### config.mk
export PLATFORM = sky130hd
export DESIGN_NAME = ringtone_text_note_parser_unit
export DESIGN_NICKNAME = d
export VERILOG_FILES = /design/src/hw/rtl/rtn_pkg.sv /design/src/hw/rtl/rtn_div.sv /design/src/hw/rtl/rtn_dp.sv /design/src/hw/rtl/rtn_ctrl.sv /design/src/hw/rtl/ringtone_text_note_parser_unit.sv
export SDC_FILE = /design/constraint.sdc
export NUM_CORES = 1
export LEC_CHECK = 0
export CORE_ASPECT_RATIO = 0.9
export CORE_UTILIZATION = 45
export CTS_BUF_LIST = sky130_fd_sc_hd__clkbuf_2
export CTS_CLUSTER_SIZE = 25
export DETAILED_ROUTE_END_ITERATION = 12
export DONT_BUFFER_PORTS = 1
export PLACE_DENSITY = 0.6
export SETUP_SLACK_MARGIN = 0.4
export SLEW_MARGIN = 10
export SYNTH_ARGS = -nofsm -noshare
export SYNTH_HDL_FRONTEND = slang
export SYNTH_HIERARCHICAL = 1
export SYNTH_SLANG_ARGS = --single-unit
### constraint.sdc
create_clock -name clk -period 11.24 [get_ports clk]
set_input_delay 0 -clock clk [delete_from_list [all_inputs] [get_ports clk]]
set_output_delay 0 -clock clk [all_outputs]
set_load 0.01 [all_outputs]
### src/hw/rtl/rtn_pkg.sv
// ----------------------------------------------------------------------------
// rtn_pkg
// Shared types and constants of the ring-tone text note parser: widths, limits
// and the command and status groups between the controller and the datapath.
// ----------------------------------------------------------------------------
package rtn_pkg;

    localparam int CHAR_W  = 8;
    localparam int NUM_W   = 14;
    localparam int DDUR_W  = 8;
    localparam int DOCT_W  = 3;
    localparam int SHIFT_W = 3;
    localparam int WHOLE_W = 18;
    localparam int DUR_W   = 19;
    localparam int PITCH_W = 6;
    localparam int OCT_W   = 4;

    // Divider operand widths: dividend is the whole-note time or milliseconds per minute, divisor a number field.
    localparam int DVD_W = WHOLE_W;
    localparam int DVS_W = NUM_W;

    localparam logic [NUM_W-1:0]   NUM_MAX      = NUM_W'(9999);
    localparam logic [DDUR_W-1:0]  DDUR_MAX     = DDUR_W'(255);
    localparam logic [DVD_W-1:0]   MS_PER_MIN   = DVD_W'(60000);
    localparam logic [DDUR_W-1:0]  DDUR_RESET   = DDUR_W'(4);
    localparam logic [DOCT_W-1:0]  DOCT_RESET   = DOCT_W'(6);
    localparam logic [NUM_W-1:0]   TEMPO_RESET  = NUM_W'(63);
    localparam logic [WHOLE_W-1:0] WHOLE_RESET  = WHOLE_W'(3808);

    typedef struct packed {
        logic step;         // take the input character and advance the parser
        logic div_start;    // launch the shared divider
        logic write_whole;  // store four times the quotient as the new whole-note time
        logic load_out;     // move the finished note into the output register
    } ctrl_cmd_t;

    typedef struct packed {
        logic need_div;     // the character on the input calls for a division
        logic need_emit;    // the character on the input completes a result
        logic job_note;     // the division in flight belongs to a note
        logic div_done;     // the divider has finished
        logic out_free;     // the output register can take a beat
    } dp_stat_t;

endpackage

### src/hw/rtl/rtn_div.sv
// ----------------------------------------------------------------------------
// rtn_div
// Restoring divider, one quotient bit per cycle. Used for the whole-note time
// and for each note's duration.
// ----------------------------------------------------------------------------
module rtn_div (
    input  logic                        clk,
    input  logic                        rst_n,
    input  logic                        start,
    input  logic [rtn_pkg::DVD_W-1:0]   dividend,
    input  logic [rtn_pkg::DVS_W-1:0]   divisor,
    output logic                        busy,
    output logic                        done,
    output logic [rtn_pkg::DVD_W-1:0]   quotient
);

    localparam int CNT_W = $clog2(rtn_pkg::DVD_W + 1);

    logic [rtn_pkg::DVD_W-1:0] quo_reg;
    logic [rtn_pkg::DVS_W-1:0] rem_reg;
    logic [rtn_pkg::DVS_W-1:0] dsr_reg;
    logic [CNT_W-1:0]          cnt_reg;
    logic                      busy_reg;
    logic                      done_reg;

    logic [rtn_pkg::DVS_W:0]   trial;
    logic [rtn_pkg::DVS_W:0]   diff;
    logic                      qbit;
    logic [rtn_pkg::DVS_W-1:0] rem_next;

    always_comb
    begin
        trial    = {rem_reg, quo_reg[rtn_pkg::DVD_W-1]};
        diff     = trial - {1'b0, dsr_reg};
        qbit     = (trial >= {1'b0, dsr_reg});
        // The remainder stays below the divisor, so it fits the divisor width.
        rem_next = qbit ? diff[rtn_pkg::DVS_W-1:0] : trial[rtn_pkg::DVS_W-1:0];
    end

    always_ff @(posedge clk or negedge rst_n)
    begin
        if (!rst_n)
        begin
            busy_reg <= 1'b0;
            done_reg <= 1'b0;
            cnt_reg  <= '0;
        end
        else if (start)
        begin
            busy_reg <= 1'b1;
            done_reg <= 1'b0;
            cnt_reg  <= CNT_W'(rtn_pkg::DVD_W);
        end
        else if (busy_reg)
        begin
            cnt_reg <= cnt_reg - CNT_W'(1);
            if (cnt_reg == CNT_W'(1))
            begin
                busy_reg <= 1'b0;
                done_reg <= 1'b1;
            end
        end
        else
        begin
            done_reg <= 1'b0;
        end
    end

    always_ff @(posedge clk)
    begin
        if (start)
        begin
            quo_reg <= dividend;
            rem_reg <= '0;
            dsr_reg <= divisor;
        end
        else if (busy_reg)
        begin
            quo_reg <= {quo_reg[rtn_pkg::DVD_W-2:0], qbit};
            rem_reg <= rem_next;
        end
    end

    assign busy     = busy_reg;
    assign done     = done_reg;
    assign quotient = quo_reg;

endmodule

### src/hw/rtl/rtn_dp.sv
// ----------------------------------------------------------------------------
// rtn_dp
// Parser datapath: character decoding, header and note state, the divider
// and the output register. Apart from octave shift writes, it acts only on
// commands from the controller.
module rtn_dp #(
    parameter int TABLE_NOTES = 48
) (
    input  logic                           clk,
    input  logic                           rst_n,
    input  rtn_pkg::ctrl_cmd_t             cmd,
    output rtn_pkg::dp_stat_t              stat,
    input  logic [rtn_pkg::CHAR_W-1:0]     char_code,
    input  logic                           song_start,
    input  logic                           cfg_we,
    input  logic [rtn_pkg::SHIFT_W-1:0]    cfg_shift,
    output logic [rtn_pkg::SHIFT_W-1:0]    octave_shift,
    output logic                           out_valid,
    input  logic                           out_stall,
    output logic [rtn_pkg::PITCH_W-1:0]    pitch_index,
    output logic [rtn_pkg::OCT_W-1:0]      octave_used,
    output logic [rtn_pkg::DUR_W-1:0]      duration_ms,
    output logic                           is_rest,
    output logic                           out_of_range,
    output logic                           end_of_song
);

    typedef enum logic [3:0] {
        PH_NAME   = 4'd0,
        PH_HD     = 4'd1,
        PH_DEQ    = 4'd2,
        PH_DNUM   = 4'd3,
        PH_HO     = 4'd4,
        PH_OEQ    = 4'd5,
        PH_ODIG   = 4'd6,
        PH_OSKIP  = 4'd7,
        PH_HB     = 4'd8,
        PH_BEQ    = 4'd9,
        PH_BNUM   = 4'd10,
        PH_NDUR   = 4'd11,
        PH_NSHARP = 4'd12,
        PH_NDOT   = 4'd13,
        PH_NOCT   = 4'd14,
        PH_NCOMMA = 4'd15
    } phase_t;

    localparam logic [7:0] CH_NUL   = 8'h00;
    localparam logic [7:0] CH_HASH  = 8'h23;
    localparam logic [7:0] CH_COMMA = 8'h2C;
    localparam logic [7:0] CH_DOT   = 8'h2E;
    localparam logic [7:0] CH_0     = 8'h30;
    localparam logic [7:0] CH_3     = 8'h33;
    localparam logic [7:0] CH_7     = 8'h37;
    localparam logic [7:0] CH_9     = 8'h39;
    localparam logic [7:0] CH_COLON = 8'h3A;
    localparam logic [7:0] CH_A     = 8'h61;
    localparam logic [7:0] CH_B     = 8'h62;
    localparam logic [7:0] CH_C     = 8'h63;
    localparam logic [7:0] CH_D     = 8'h64;
    localparam logic [7:0] CH_E     = 8'h65;
    localparam logic [7:0] CH_F     = 8'h66;
    localparam logic [7:0] CH_G     = 8'h67;
    localparam logic [7:0] CH_O     = 8'h6F;

    // Index n of the table corresponds to octave*12 + semitone = n + 48.
    localparam logic [8:0] IDX_BASE = 9'd48;
    localparam logic [8:0] IDX_LO   = 9'd49;
    localparam logic [8:0] IDX_HI   = 9'(48 + TABLE_NOTES);

    localparam int NUM_W = rtn_pkg::NUM_W;

    function automatic logic [NUM_W-1:0] add_digit(input logic [NUM_W-1:0] a,
                                                   input logic [7:0] ch);
        logic [16:0] v;
        begin
            v = 17'(a) * 17'd10 + 17'(ch - CH_0);
            add_digit = (v > 17'(rtn_pkg::NUM_MAX)) ? rtn_pkg::NUM_MAX : v[NUM_W-1:0];
        end
    endfunction

    function automatic logic [3:0] letter_semitone(input logic [7:0] ch);
        begin
            case (ch)
                CH_C:    letter_semitone = 4'd1;
                CH_D:    letter_semitone = 4'd3;
                CH_E:    letter_semitone = 4'd5;
                CH_F:    letter_semitone = 4'd6;
                CH_G:    letter_semitone = 4'd8;
                CH_A:    letter_semitone = 4'd10;
                CH_B:    letter_semitone = 4'd12;
                default: letter_semitone = 4'd0;
            endcase
        end
    endfunction

    // Parser state
    phase_t                        phase_reg;
    logic [NUM_W-1:0]              acc_reg;
    logic [rtn_pkg::DDUR_W-1:0]    ddur_reg;
    logic [rtn_pkg::DOCT_W-1:0]    doct_reg;
    logic [NUM_W-1:0]              tempo_reg;
    logic [rtn_pkg::WHOLE_W-1:0]   whole_reg;
    logic [3:0]                    psemi_reg;
    logic                          pdot_reg;
    logic [3:0]                    poct_reg;
    logic [rtn_pkg::SHIFT_W-1:0]   shift_reg;

    // Job held while the divider runs
    logic                          job_note_reg;
    logic                          job_zero_reg;
    logic                          job_dot_reg;
    logic                          job_eos_reg;
    logic                          job_rest_reg;
    logic                          job_oor_reg;
    logic [rtn_pkg::PITCH_W-1:0]   job_pitch_reg;
    logic [rtn_pkg::OCT_W-1:0]     job_oct_reg;

    // Output register
    logic                          out_valid_reg;
    logic [rtn_pkg::PITCH_W-1:0]   pitch_reg;
    logic [rtn_pkg::OCT_W-1:0]     oct_reg;
    logic [rtn_pkg::DUR_W-1:0]     dur_reg;
    logic                          rest_reg;
    logic                          oor_reg;
    logic                          eos_reg;

    // Step decode
    phase_t                        ph;
    phase_t                        phase_next;
    logic [NUM_W-1:0]              acc;
    logic [NUM_W-1:0]              acc_next;
    logic [rtn_pkg::DDUR_W-1:0]    ddur_next;
    logic [rtn_pkg::DOCT_W-1:0]    doct_next;
    logic [NUM_W-1:0]              tempo_next;
    logic [3:0]                    ps;
    logic [3:0]                    psemi_next;
    logic                          pd;
    logic                          pdot_next;
    logic [3:0]                    po;
    logic [3:0]                    poct_next;
    logic                          is_dig;
    logic                          emit_note;
    logic                          emit_zero;
    logic                          whole_req;
    logic                          nc_en;
    logic [NUM_W-1:0]              nc_base;

    // Note fields
    logic [NUM_W-1:0]              div_sel;
    logic [4:0]                    oct5;
    logic [7:0]                    idx_val;
    logic                          idx_ok;
    logic                          rest_now;

    // Divider
    logic [rtn_pkg::DVD_W-1:0]     dvd;
    logic [rtn_pkg::DVS_W-1:0]     dvs;
    logic                          div_busy;
    logic                          div_done;
    logic [rtn_pkg::DVD_W-1:0]     quo;
    logic [rtn_pkg::DUR_W-1:0]     dur_calc;

    always_comb
    begin
        ph  = song_start ? PH_NAME : phase_reg;
        acc = song_start ? '0 : acc_reg;
        ps  = song_start ? 4'd0 : psemi_reg;
        pd  = song_start ? 1'b0 : pdot_reg;
        po  = song_start ? 4'd0 : poct_reg;

        is_dig     = (char_code inside {[CH_0:CH_9]});
        phase_next = ph;
        acc_next   = acc;
        ddur_next  = ddur_reg;
        doct_next  = doct_reg;
        tempo_next = tempo_reg;
        psemi_next = ps;
        pdot_next  = pd;
        poct_next  = po;
        emit_note  = 1'b0;
        emit_zero  = 1'b0;
        whole_req  = 1'b0;
        nc_en      = 1'b0;
        nc_base    = acc;

        if (char_code == CH_NUL)
        begin
            if (ph >= PH_NSHARP)
            begin
                emit_note = 1'b1;
            end
            else
            begin
                emit_zero = 1'b1;
            end
            phase_next = PH_NAME;
            acc_next   = '0;
        end
        else
        begin
            case (ph)
                PH_NAME:
                begin
                    if (char_code == CH_COLON)
                    begin
                        phase_next = PH_HD;
                    end
                end
                PH_HD, PH_HO, PH_HB:
                begin
                    // A missing field falls through to the next one, and
                    // after the tempo field to the first note.
                    if (ph == PH_HD && char_code == CH_D)
                    begin
                        phase_next = PH_DEQ;
                    end
                    else if (ph != PH_HB && char_code == CH_O)
                    begin
                        phase_next = PH_OEQ;
                    end
                    else if (char_code == CH_B)
                    begin
                        phase_next = PH_BEQ;
                    end
                    else
                    begin
                        whole_req  = 1'b1;
                        phase_next = PH_NDUR;
                        nc_en      = 1'b1;
                        nc_base    = '0;
                    end
                end
                PH_DEQ:
                begin
                    acc_next   = '0;
                    phase_next = PH_DNUM;
                end
                PH_DNUM:
                begin
                    if (is_dig)
                    begin
                        acc_next = add_digit(acc, char_code);
                    end
                    else
                    begin
                        if (acc != '0)
                        begin
                            ddur_next = (acc > NUM_W'(rtn_pkg::DDUR_MAX)) ?
                                        rtn_pkg::DDUR_MAX : acc[rtn_pkg::DDUR_W-1:0];
                        end
                        acc_next   = '0;
                        phase_next = PH_HO;
                    end
                end
                PH_OEQ:
                begin
                    phase_next = PH_ODIG;
                end
                PH_ODIG:
                begin
                    if (char_code inside {[CH_3:CH_7]})
                    begin
                        doct_next = char_code[rtn_pkg::DOCT_W-1:0];
                    end
                    phase_next = PH_OSKIP;
                end
                PH_OSKIP:
                begin
                    phase_next = PH_HB;
                end
                PH_BEQ:
                begin
                    acc_next   = '0;
                    phase_next = PH_BNUM;
                end
                PH_BNUM:
                begin
                    if (is_dig)
                    begin
                        acc_next = add_digit(acc, char_code);
                    end
                    else
                    begin
                        tempo_next = acc;
                        whole_req  = 1'b1;
                        acc_next   = '0;
                        phase_next = PH_NDUR;
                    end
                end
                PH_NDUR:
                begin
                    nc_en   = 1'b1;
                    nc_base = acc;
                end
                default:
                begin
                    if (char_code == CH_COMMA)
                    begin
                        emit_note  = 1'b1;
                        acc_next   = '0;
                        phase_next = PH_NDUR;
                    end
                    else if (char_code == CH_HASH && ph == PH_NSHARP)
                    begin
                        if (ps != 4'd0)
                        begin
                            psemi_next = ps + 4'd1;
                        end
                        phase_next = PH_NDOT;
                    end
                    else if (char_code == CH_DOT && ph <= PH_NDOT)
                    begin
                        pdot_next  = 1'b1;
                        phase_next = PH_NOCT;
                    end
                    else if (is_dig && ph <= PH_NOCT)
                    begin
                        poct_next  = 4'(char_code - CH_0) + 4'd1;
                        phase_next = PH_NCOMMA;
                    end
                    else
                    begin
                        // The character cannot extend the note: report it and
                        // start the next note with this character.
                        emit_note  = 1'b1;
                        phase_next = PH_NDUR;
                        nc_en      = 1'b1;
                        nc_base    = '0;
                    end
                end
            endcase
        end

        if (nc_en)
        begin
            if (is_dig)
            begin
                acc_next = add_digit(nc_base, char_code);
            end
            else
            begin
                acc_next   = nc_base;
                psemi_next = letter_semitone(char_code);
                pdot_next  = 1'b0;
                poct_next  = 4'd0;
                phase_next = PH_NSHARP;
            end
        end
    end

    // Fields of the note being reported, taken from the state before the step.
    always_comb
    begin
        div_sel = (acc != '0) ? acc : NUM_W'(ddur_reg);
        if (div_sel == '0)
        begin
            div_sel = NUM_W'(1);
        end
        oct5     = ((po != 4'd0) ? {1'b0, po - 4'd1} : 5'(doct_reg)) + 5'(shift_reg);
        idx_val  = 8'(oct5) * 8'd12 + 8'(ps);
        idx_ok   = (9'(idx_val) >= IDX_LO) && (9'(idx_val) <= IDX_HI);
        rest_now = (ps == 4'd0);

        if (whole_req)
        begin
            dvd = rtn_pkg::MS_PER_MIN;
            dvs = (tempo_next == '0) ? rtn_pkg::DVS_W'(1) : tempo_next;
        end
        else
        begin
            dvd = whole_reg;
            dvs = div_sel;
        end
    end

    rtn_div u_div (
        .clk      (clk),
        .rst_n    (rst_n),
        .start    (cmd.div_start),
        .dividend (dvd),
        .divisor  (dvs),
        .busy     (div_busy),
        .done     (div_done),
        .quotient (quo)
    );

    always_comb
    begin
        if (job_zero_reg)
        begin
            dur_calc = '0;
        end
        else if (job_dot_reg)
        begin
            dur_calc = rtn_pkg::DUR_W'(quo) + rtn_pkg::DUR_W'(quo[rtn_pkg::DVD_W-1:1]);
        end
        else
        begin
            dur_calc = rtn_pkg::DUR_W'(quo);
        end
    end

    always_comb
    begin
        stat.need_div  = emit_note || whole_req;
        stat.need_emit = emit_note || emit_zero;
        stat.job_note  = job_note_reg;
        stat.div_done  = div_done;
        stat.out_free  = !out_valid_reg || !out_stall;
    end

    always_ff @(posedge clk or negedge rst_n)
    begin
        if (!rst_n)
        begin
            phase_reg     <= PH_NAME;
            acc_reg       <= '0;
            ddur_reg      <= rtn_pkg::DDUR_RESET;
            doct_reg      <= rtn_pkg::DOCT_RESET;
            tempo_reg     <= rtn_pkg::TEMPO_RESET;
            whole_reg     <= rtn_pkg::WHOLE_RESET;
            psemi_reg     <= 4'd0;
            pdot_reg      <= 1'b0;
            poct_reg      <= 4'd0;
            shift_reg     <= '0;
            job_note_reg  <= 1'b0;
            out_valid_reg <= 1'b0;
        end
        else
        begin
            if (cfg_we)
            begin
                shift_reg <= cfg_shift;
            end
            if (cmd.step)
            begin
                phase_reg    <= phase_next;
                acc_reg      <= acc_next;
                ddur_reg     <= ddur_next;
                doct_reg     <= doct_next;
                tempo_reg    <= tempo_next;
                psemi_reg    <= psemi_next;
                pdot_reg     <= pdot_next;
                poct_reg     <= poct_next;
                job_note_reg <= emit_note;
            end
            if (cmd.write_whole)
            begin
                whole_reg <= {quo[rtn_pkg::WHOLE_W-3:0], 2'b00};
            end
            if (cmd.load_out)
            begin
                out_valid_reg <= 1'b1;
            end
            else if (!out_stall)
            begin
                out_valid_reg <= 1'b0;
            end
        end
    end

    always_ff @(posedge clk)
    begin
        if (cmd.step)
        begin
            job_zero_reg  <= emit_zero;
            job_dot_reg   <= pd;
            job_eos_reg   <= (char_code == CH_NUL);
            job_rest_reg  <= emit_note && rest_now;
            job_oor_reg   <= emit_note && !rest_now && !idx_ok;
            job_pitch_reg <= (emit_note && !rest_now && idx_ok) ?
                             rtn_pkg::PITCH_W'(9'(idx_val) - IDX_BASE) : '0;
            job_oct_reg   <= !emit_note ? '0 :
                             (oct5 > 5'd15) ? 4'd15 : oct5[rtn_pkg::OCT_W-1:0];
        end
        if (cmd.load_out)
        begin
            pitch_reg <= job_pitch_reg;
            oct_reg   <= job_oct_reg;
            dur_reg   <= dur_calc;
            rest_reg  <= job_rest_reg;
            oor_reg   <= job_oor_reg;
            eos_reg   <= job_eos_reg;
        end
    end

    assign octave_shift = shift_reg;
    assign out_valid    = out_valid_reg;
    assign pitch_index  = pitch_reg;
    assign octave_used  = oct_reg;
    assign duration_ms  = dur_reg;
    assign is_rest      = rest_reg;
    assign out_of_range = oor_reg;
    assign end_of_song  = eos_reg;

    a_start_idle: assert property (@(posedge clk) disable iff (!rst_n)
        cmd.div_start |-> !div_busy)
        else $error("divider started while still busy");

    a_load_free: assert property (@(posedge clk) disable iff (!rst_n)
        cmd.load_out |-> (!out_valid_reg || !out_stall))
        else $error("output register overwritten before its beat was taken");

    a_done_one: assert property (@(posedge clk) disable iff (!rst_n)
        div_done |=> !div_done)
        else $error("divider completion lasted more than one cycle");

    a_whole_excl: assert property (@(posedge clk) disable iff (!rst_n)
        !(cmd.write_whole && cmd.load_out))
        else $error("tempo result and note result taken together");

endmodule

### src/hw/rtl/rtn_ctrl.sv
// ----------------------------------------------------------------------------
// rtn_ctrl
// Controller of the note parser: takes one character at a time, waits for the
// divider and hands each finished note to the output register.
// ----------------------------------------------------------------------------
module rtn_ctrl (
    input  logic                 clk,
    input  logic                 rst_n,
    input  logic                 in_valid,
    output logic                 in_stall,
    input  rtn_pkg::dp_stat_t    stat,
    output rtn_pkg::ctrl_cmd_t   cmd
);

    typedef enum logic [1:0] {
        ST_IDLE,
        ST_DIV,
        ST_OUT
    } state_t;

    state_t state_reg;
    state_t state_next;

    always_comb
    begin
        state_next      = state_reg;
        cmd.step        = 1'b0;
        cmd.div_start   = 1'b0;
        cmd.write_whole = 1'b0;
        cmd.load_out    = 1'b0;

        case (state_reg)
            ST_IDLE:
            begin
                if (in_valid)
                begin
                    cmd.step      = 1'b1;
                    cmd.div_start = stat.need_div;
                    if (stat.need_div)
                    begin
                        state_next = ST_DIV;
                    end
                    else if (stat.need_emit)
                    begin
                        state_next = ST_OUT;
                    end
                end
            end
            ST_DIV:
            begin
                if (stat.div_done)
                begin
                    if (stat.job_note)
                    begin
                        state_next = ST_OUT;
                    end
                    else
                    begin
                        cmd.write_whole = 1'b1;
                        state_next      = ST_IDLE;
                    end
                end
            end
            ST_OUT:
            begin
                if (stat.out_free)
                begin
                    cmd.load_out = 1'b1;
                    state_next   = ST_IDLE;
                end
            end
            default:
            begin
                state_next = ST_IDLE;
            end
        endcase
    end

    always_ff @(posedge clk or negedge rst_n)
    begin
        if (!rst_n)
        begin
            state_reg <= ST_IDLE;
        end
        else
        begin
            state_reg <= state_next;
        end
    end

    assign in_stall = (state_reg != ST_IDLE);

endmodule

### src/hw/rtl/ringtone_text_note_parser_unit.sv
// Flow: a note beat runs the divider on the whole-note time, and the note is moved
// into the output register once the divider is done and the register is free.
// Throughput: one beat per cycle while no division or result is due; a note beat,
// a closing tempo beat or a bare terminator holds the input until it is handled.
// Reset: asynchronous, active low; parsing restarts at the song name with duration
// 4, octave 6 and tempo 63, and the octave shift clears.
// ----------------------------------------------------------------------------
// ringtone_text_note_parser_unit
// Ring-tone text parser: reads the song header and notes character by
// character and reports each note's table index, octave and duration.
// ----------------------------------------------------------------------------
module ringtone_text_note_parser_unit #(
    parameter int TABLE_NOTES = 48
) (
    input  logic                          clk,
    input  logic                          rst_n,
    input  logic                          psel,
    input  logic                          penable,
    input  logic                          pwrite,
    input  logic [2:0]                    paddr,
    input  logic [31:0]                   pwdata,
    output logic [31:0]                   prdata,
    output logic                          pready,
    input  logic                          in_valid,
    output logic                          in_stall,
    input  logic [rtn_pkg::CHAR_W-1:0]    char_code,
    input  logic                          song_start,
    output logic                          out_valid,
    input  logic                          out_stall,
    output logic [rtn_pkg::PITCH_W-1:0]   pitch_index,
    output logic [rtn_pkg::OCT_W-1:0]     octave_used,
    output logic [rtn_pkg::DUR_W-1:0]     duration_ms,
    output logic                          is_rest,
    output logic                          out_of_range,
    output logic                          end_of_song
);

    rtn_pkg::ctrl_cmd_t           cmd;
    rtn_pkg::dp_stat_t            stat;
    logic                         cfg_we;
    logic [rtn_pkg::SHIFT_W-1:0]  shift_q;

    // The shift register answers wherever paddr[2] is low; other words read as zero.
    assign pready = 1'b1;
    assign cfg_we = psel && penable && pwrite && (paddr[2] == 1'b0);
    assign prdata = (paddr[2] == 1'b0) ? 32'(shift_q) : 32'd0;

    rtn_ctrl u_ctrl (
        .clk      (clk),
        .rst_n    (rst_n),
        .in_valid (in_valid),
        .in_stall (in_stall),
        .stat     (stat),
        .cmd      (cmd)
    );

    rtn_dp #(
        .TABLE_NOTES (TABLE_NOTES)
    ) u_dp (
        .clk          (clk),
        .rst_n        (rst_n),
        .cmd          (cmd),
        .stat         (stat),
        .char_code    (char_code),
        .song_start   (song_start),
        .cfg_we       (cfg_we),
        .cfg_shift    (pwdata[rtn_pkg::SHIFT_W-1:0]),
        .octave_shift (shift_q),
        .out_valid    (out_valid),
        .out_stall    (out_stall),
        .pitch_index  (pitch_index),
        .octave_used  (octave_used),
        .duration_ms  (duration_ms),
        .is_rest      (is_rest),
        .out_of_range (out_of_range),
        .end_of_song  (end_of_song)
    );

endmodule

==> key figures <==
Global routing
  – Initial antenna violation count: 1
  – Vias in the first global route: 10.79k
  – Met3 Use GR: 0.03528
  – Largest net degree at the start of global routing: slightly below 70
  – GR Util met2: 0.3402
  – GRT Overall Usage: 0.2154
  – Routing usage on met1: 0.3123
  – Most crowded layer after global routing: met2
  – Global-route wire length before repair: 55900 microns
  – Overflow after GRT: 0

Finish
  – Design area: 15010 sq um
  – Most common cell after layout, fill and taps aside: nor2_1
  – Fillers: about 3k
  – Non-filler cells, final: 2000
  – Most used cells in the layout excluding fill and tap cells: 149 x nor2_1, 139 x ha_1, 135 x nand2_1, 111 x a21oi_1, 96 x o21ai_0
  – Nets: 1776
  – Share of layout cells above drive strength 1: 0.09182
  – Max FFs per register: 19
  – Area Growth Syn to Fin: 5.701%

Clock tree
  – Root Driver: clkbuf_2
  – Reg clk slew, reported paths: 0.29 ns
  – H-tree depth: 4
  – CTS tree: yes
  – Skew-Pair Late Insertion Delay: 0.78 ns
  – Sinks on Clock Net: 175
  – CTS buffer count: 17
  – CTS max path bufs: 2
  – Setup Fix Bufs, Post-CTS: 0

Power
  – PwrDens: 97.80 nW/um^2
  – Maximum vdd drop: 0.05619 mV
  – Total Power: roughly 1.5 mW
  – P_leak: between 6 and 7 nW

Worst hold path
  – Hold Crit Depth: 6
  – Min-Delay Endpoint: u_dp/acc_reg[13]$_DFFE_PN0P_
  – Hold crit path type: in -> reg
  – Hold path start: char_code[4]

Synthesis
  – Cells after Synth: around 1.6k
  – Main area contributors after synthesis: edfxtp_1 17%, ha_1 12%, dfrtp_1 12%, nor2_1 4.0%, a21oi_1 3.9%
  – Netlist area before placement: 14200 sq um
  – Ys flop type: edfxtp_1
  – Avg Inst Size Synth: 9.045 sq um
  – Yosys warning count: 6
  – Synth top area share: 0.1671
  – Sequential fraction of the synthesis area: 0.3326
  – Synth Register Bits: 175
  – Area leader, netlist: edfxtp_1
  – Post-synth ARST share: 0.4686
  – EDFF count, synth: 79
  – Post-synthesis cell type count: approximately 110

Die
  – Die ar.: 32270 sq um
  – # IOs: 118
  – Die Wd: roughly 190 microns
  – Die height: between 150 and 200 microns
  – Initial Util: 0.4582
  – Core Rows: 61
  – Core Area: between 30000 and 40000 sq um

Critical path
  – Startpoint Class: register
  – Crit path DAT: about 8.6 ns
  – Worst r2r dst: u_dp/acc_reg[11]$_DFFE_PN0P_
  – Slowest CP cell: dfrtp_1
  – Reg2reg path depth: 27
  – Crit. End Element: register
  – Max incr delay on CP: 0.84 ns
  – Worst R2R Setup Slack: around 3.4 ns
  – Required time worst endpoint: between 10 and 15 ns
  – Crit Path Category: reg -> reg
  – Worst Path Max Fanout: 21
  – RR Startpoint: u_dp/phase_reg[3]$_DFFE_PN0P_

Detailed routing
  – Drt pass-1 iters: 5
  – Final wirelength: 33990 microns
  – Initial DRC count: 669
  – WL per Instance: approximately 17 microns
  – Via Count: 11.45k
  – Vias per std cell: 5.724
  – DRC: 0
  – Antenna Nets Post-Route: 0

Place
  – Placed Area: 14420 sq um
  – Hpwl dp: 24850 microns
  – PortBufs: 0
  – Post-Place Cells: just under 2k
  – Final GP Congestion: 0.8959

Timing
  – Min Hold Slack: approximately 0.13 ns
  – RSZ-0062 raised after global routing: no
  – Tightest Pin Transition: roughly 1.1 ns
  – Slew Limit Fails: 0
  – Fin Setup TNS: 0 ns
  – Final hold viol count: 0
  – Slew margin rel.: 0.2293
  – Period minus WS final: roughly 8 ns
  – Period utilization: 0.7010
  – Achievable Freq: between 100 and 150 MHz
  – Clk_skew: between 0.03 and 0.04 ns
  – Setup-failing EPs final: 0

Run status
  – Status: completed

Run
  – Max Cap Violations: 0
-- worst max path at each step --
stage,start,endpoint,cells after the start
after floorplan,u_dp/phase_reg[1]$_DFFE_PN0P_,u_dp/acc_reg[0]$_DFFE_PN0P_,29
after global placement,u_dp/phase_reg[3]$_DFFE_PN0P_,u_dp/acc_reg[0]$_DFFE_PN0P_,27
after detailed placement,u_dp/phase_reg[3]$_DFFE_PN0P_,u_dp/acc_reg[1]$_DFFE_PN0P_,27
after CTS,u_dp/phase_reg[3]$_DFFE_PN0P_,u_dp/acc_reg[0]$_DFFE_PN0P_,27
after global routing,u_dp/phase_reg[3]$_DFFE_PN0P_,u_dp/acc_reg[0]$_DFFE_PN0P_,27
final,u_dp/phase_reg[3]$_DFFE_PN0P_,u_dp/acc_reg[11]$_DFFE_PN0P_,27
-- per-layer routing --
layer  vias to the layer above  share of wire
met1                      5474           0.50
met2                       274           0.44
met5                         -              0
met3                        22          0.048
li1                       5677              -
met4                         0         0.0089
-- cells by family (layout without fill, tap and decap cells) --
| logic type | after synthesis | count (layout) | synth area share |
|---|---|---|---|
| XOR/XNOR | 77 | 77 | 0.04846 |
| multiplexers | 67 | 67 | 0.05093 |
| flip-flops | 175 | 175 | 0.3326 |
| AO/OA/AOI/OAI | 411 | 411 | 0.1900 |
| AND/OR/NAND/NOR | 524 | 524 | 0.1860 |
| other | 3 | 33 | 0.0007930 |
| buffers and inverters | 165 | 156 | 0.05604 |
| adder cells (fa/ha/maj) | 148 | 148 | 0.1352 |
-- critical path, delay by kind of cell (launching register included) --
family          cells  cell delay [ns]
flops               1             0.84
simple gates        9             2.86
xor+xnor            2             0.49
compound gates     13             2.73
fa+ha+maj           3             0.91
-- cell type report --
type | instances | area [sq um] | area share
antenna | 1 | 2.502 | 0.0001667
clock buffer | 18 | 90.09 | 0.006002
clock inverter | 14 | 148.9 | 0.009920
inverter | 83 | 311.5 | 0.02076
multi-input combinational | 1259 | 8801 | 0.5864
sequential | 175 | 4723 | 0.3147
tap | 409 | 511.7 | 0.03409
timing repair buffer | 41 | 420.4 | 0.02801
-- synthesized netlist by cell type (all sizes together), types with 26 or more instances --
library cell    n
a21o           26
a21oi         112
buf            49
clkbuf         32
dfrtp          67
edfxtp         79
ha            139
inv            81
mux2           42
nand2         135
nand2b         28
nand3          34
nor2          151
nor3           31
o21ai         100
xnor2          54
-- through the flow --
step / setup WS, ns / util
after CTS: 3.455 / 0.4843
after global placement: 3.608 / 0.4654
after detailed placement: 3.538 / 0.4654
after global routing: 2.876 / 0.4844
final: 3.361 / 0.4844
after floorplan: 4.942 / -
-- where the power goes --
group	internal (mW)	switching [mW]	leakage [nW]
Combinational	0.170	0.248	4.44
Sequential	0.685	0.0193	1.88
Clock	0.0918	0.254	0.149
-- what timing repair did --
item | CTS | global route
hold endpoints to repair | 202 | 0
hold buffers | 31 | 0
gates resized for setup | 0 | 0
endpoints found under the setup margin | 0 | 0
Note: power is estimated with default switching activity, not from simulation.
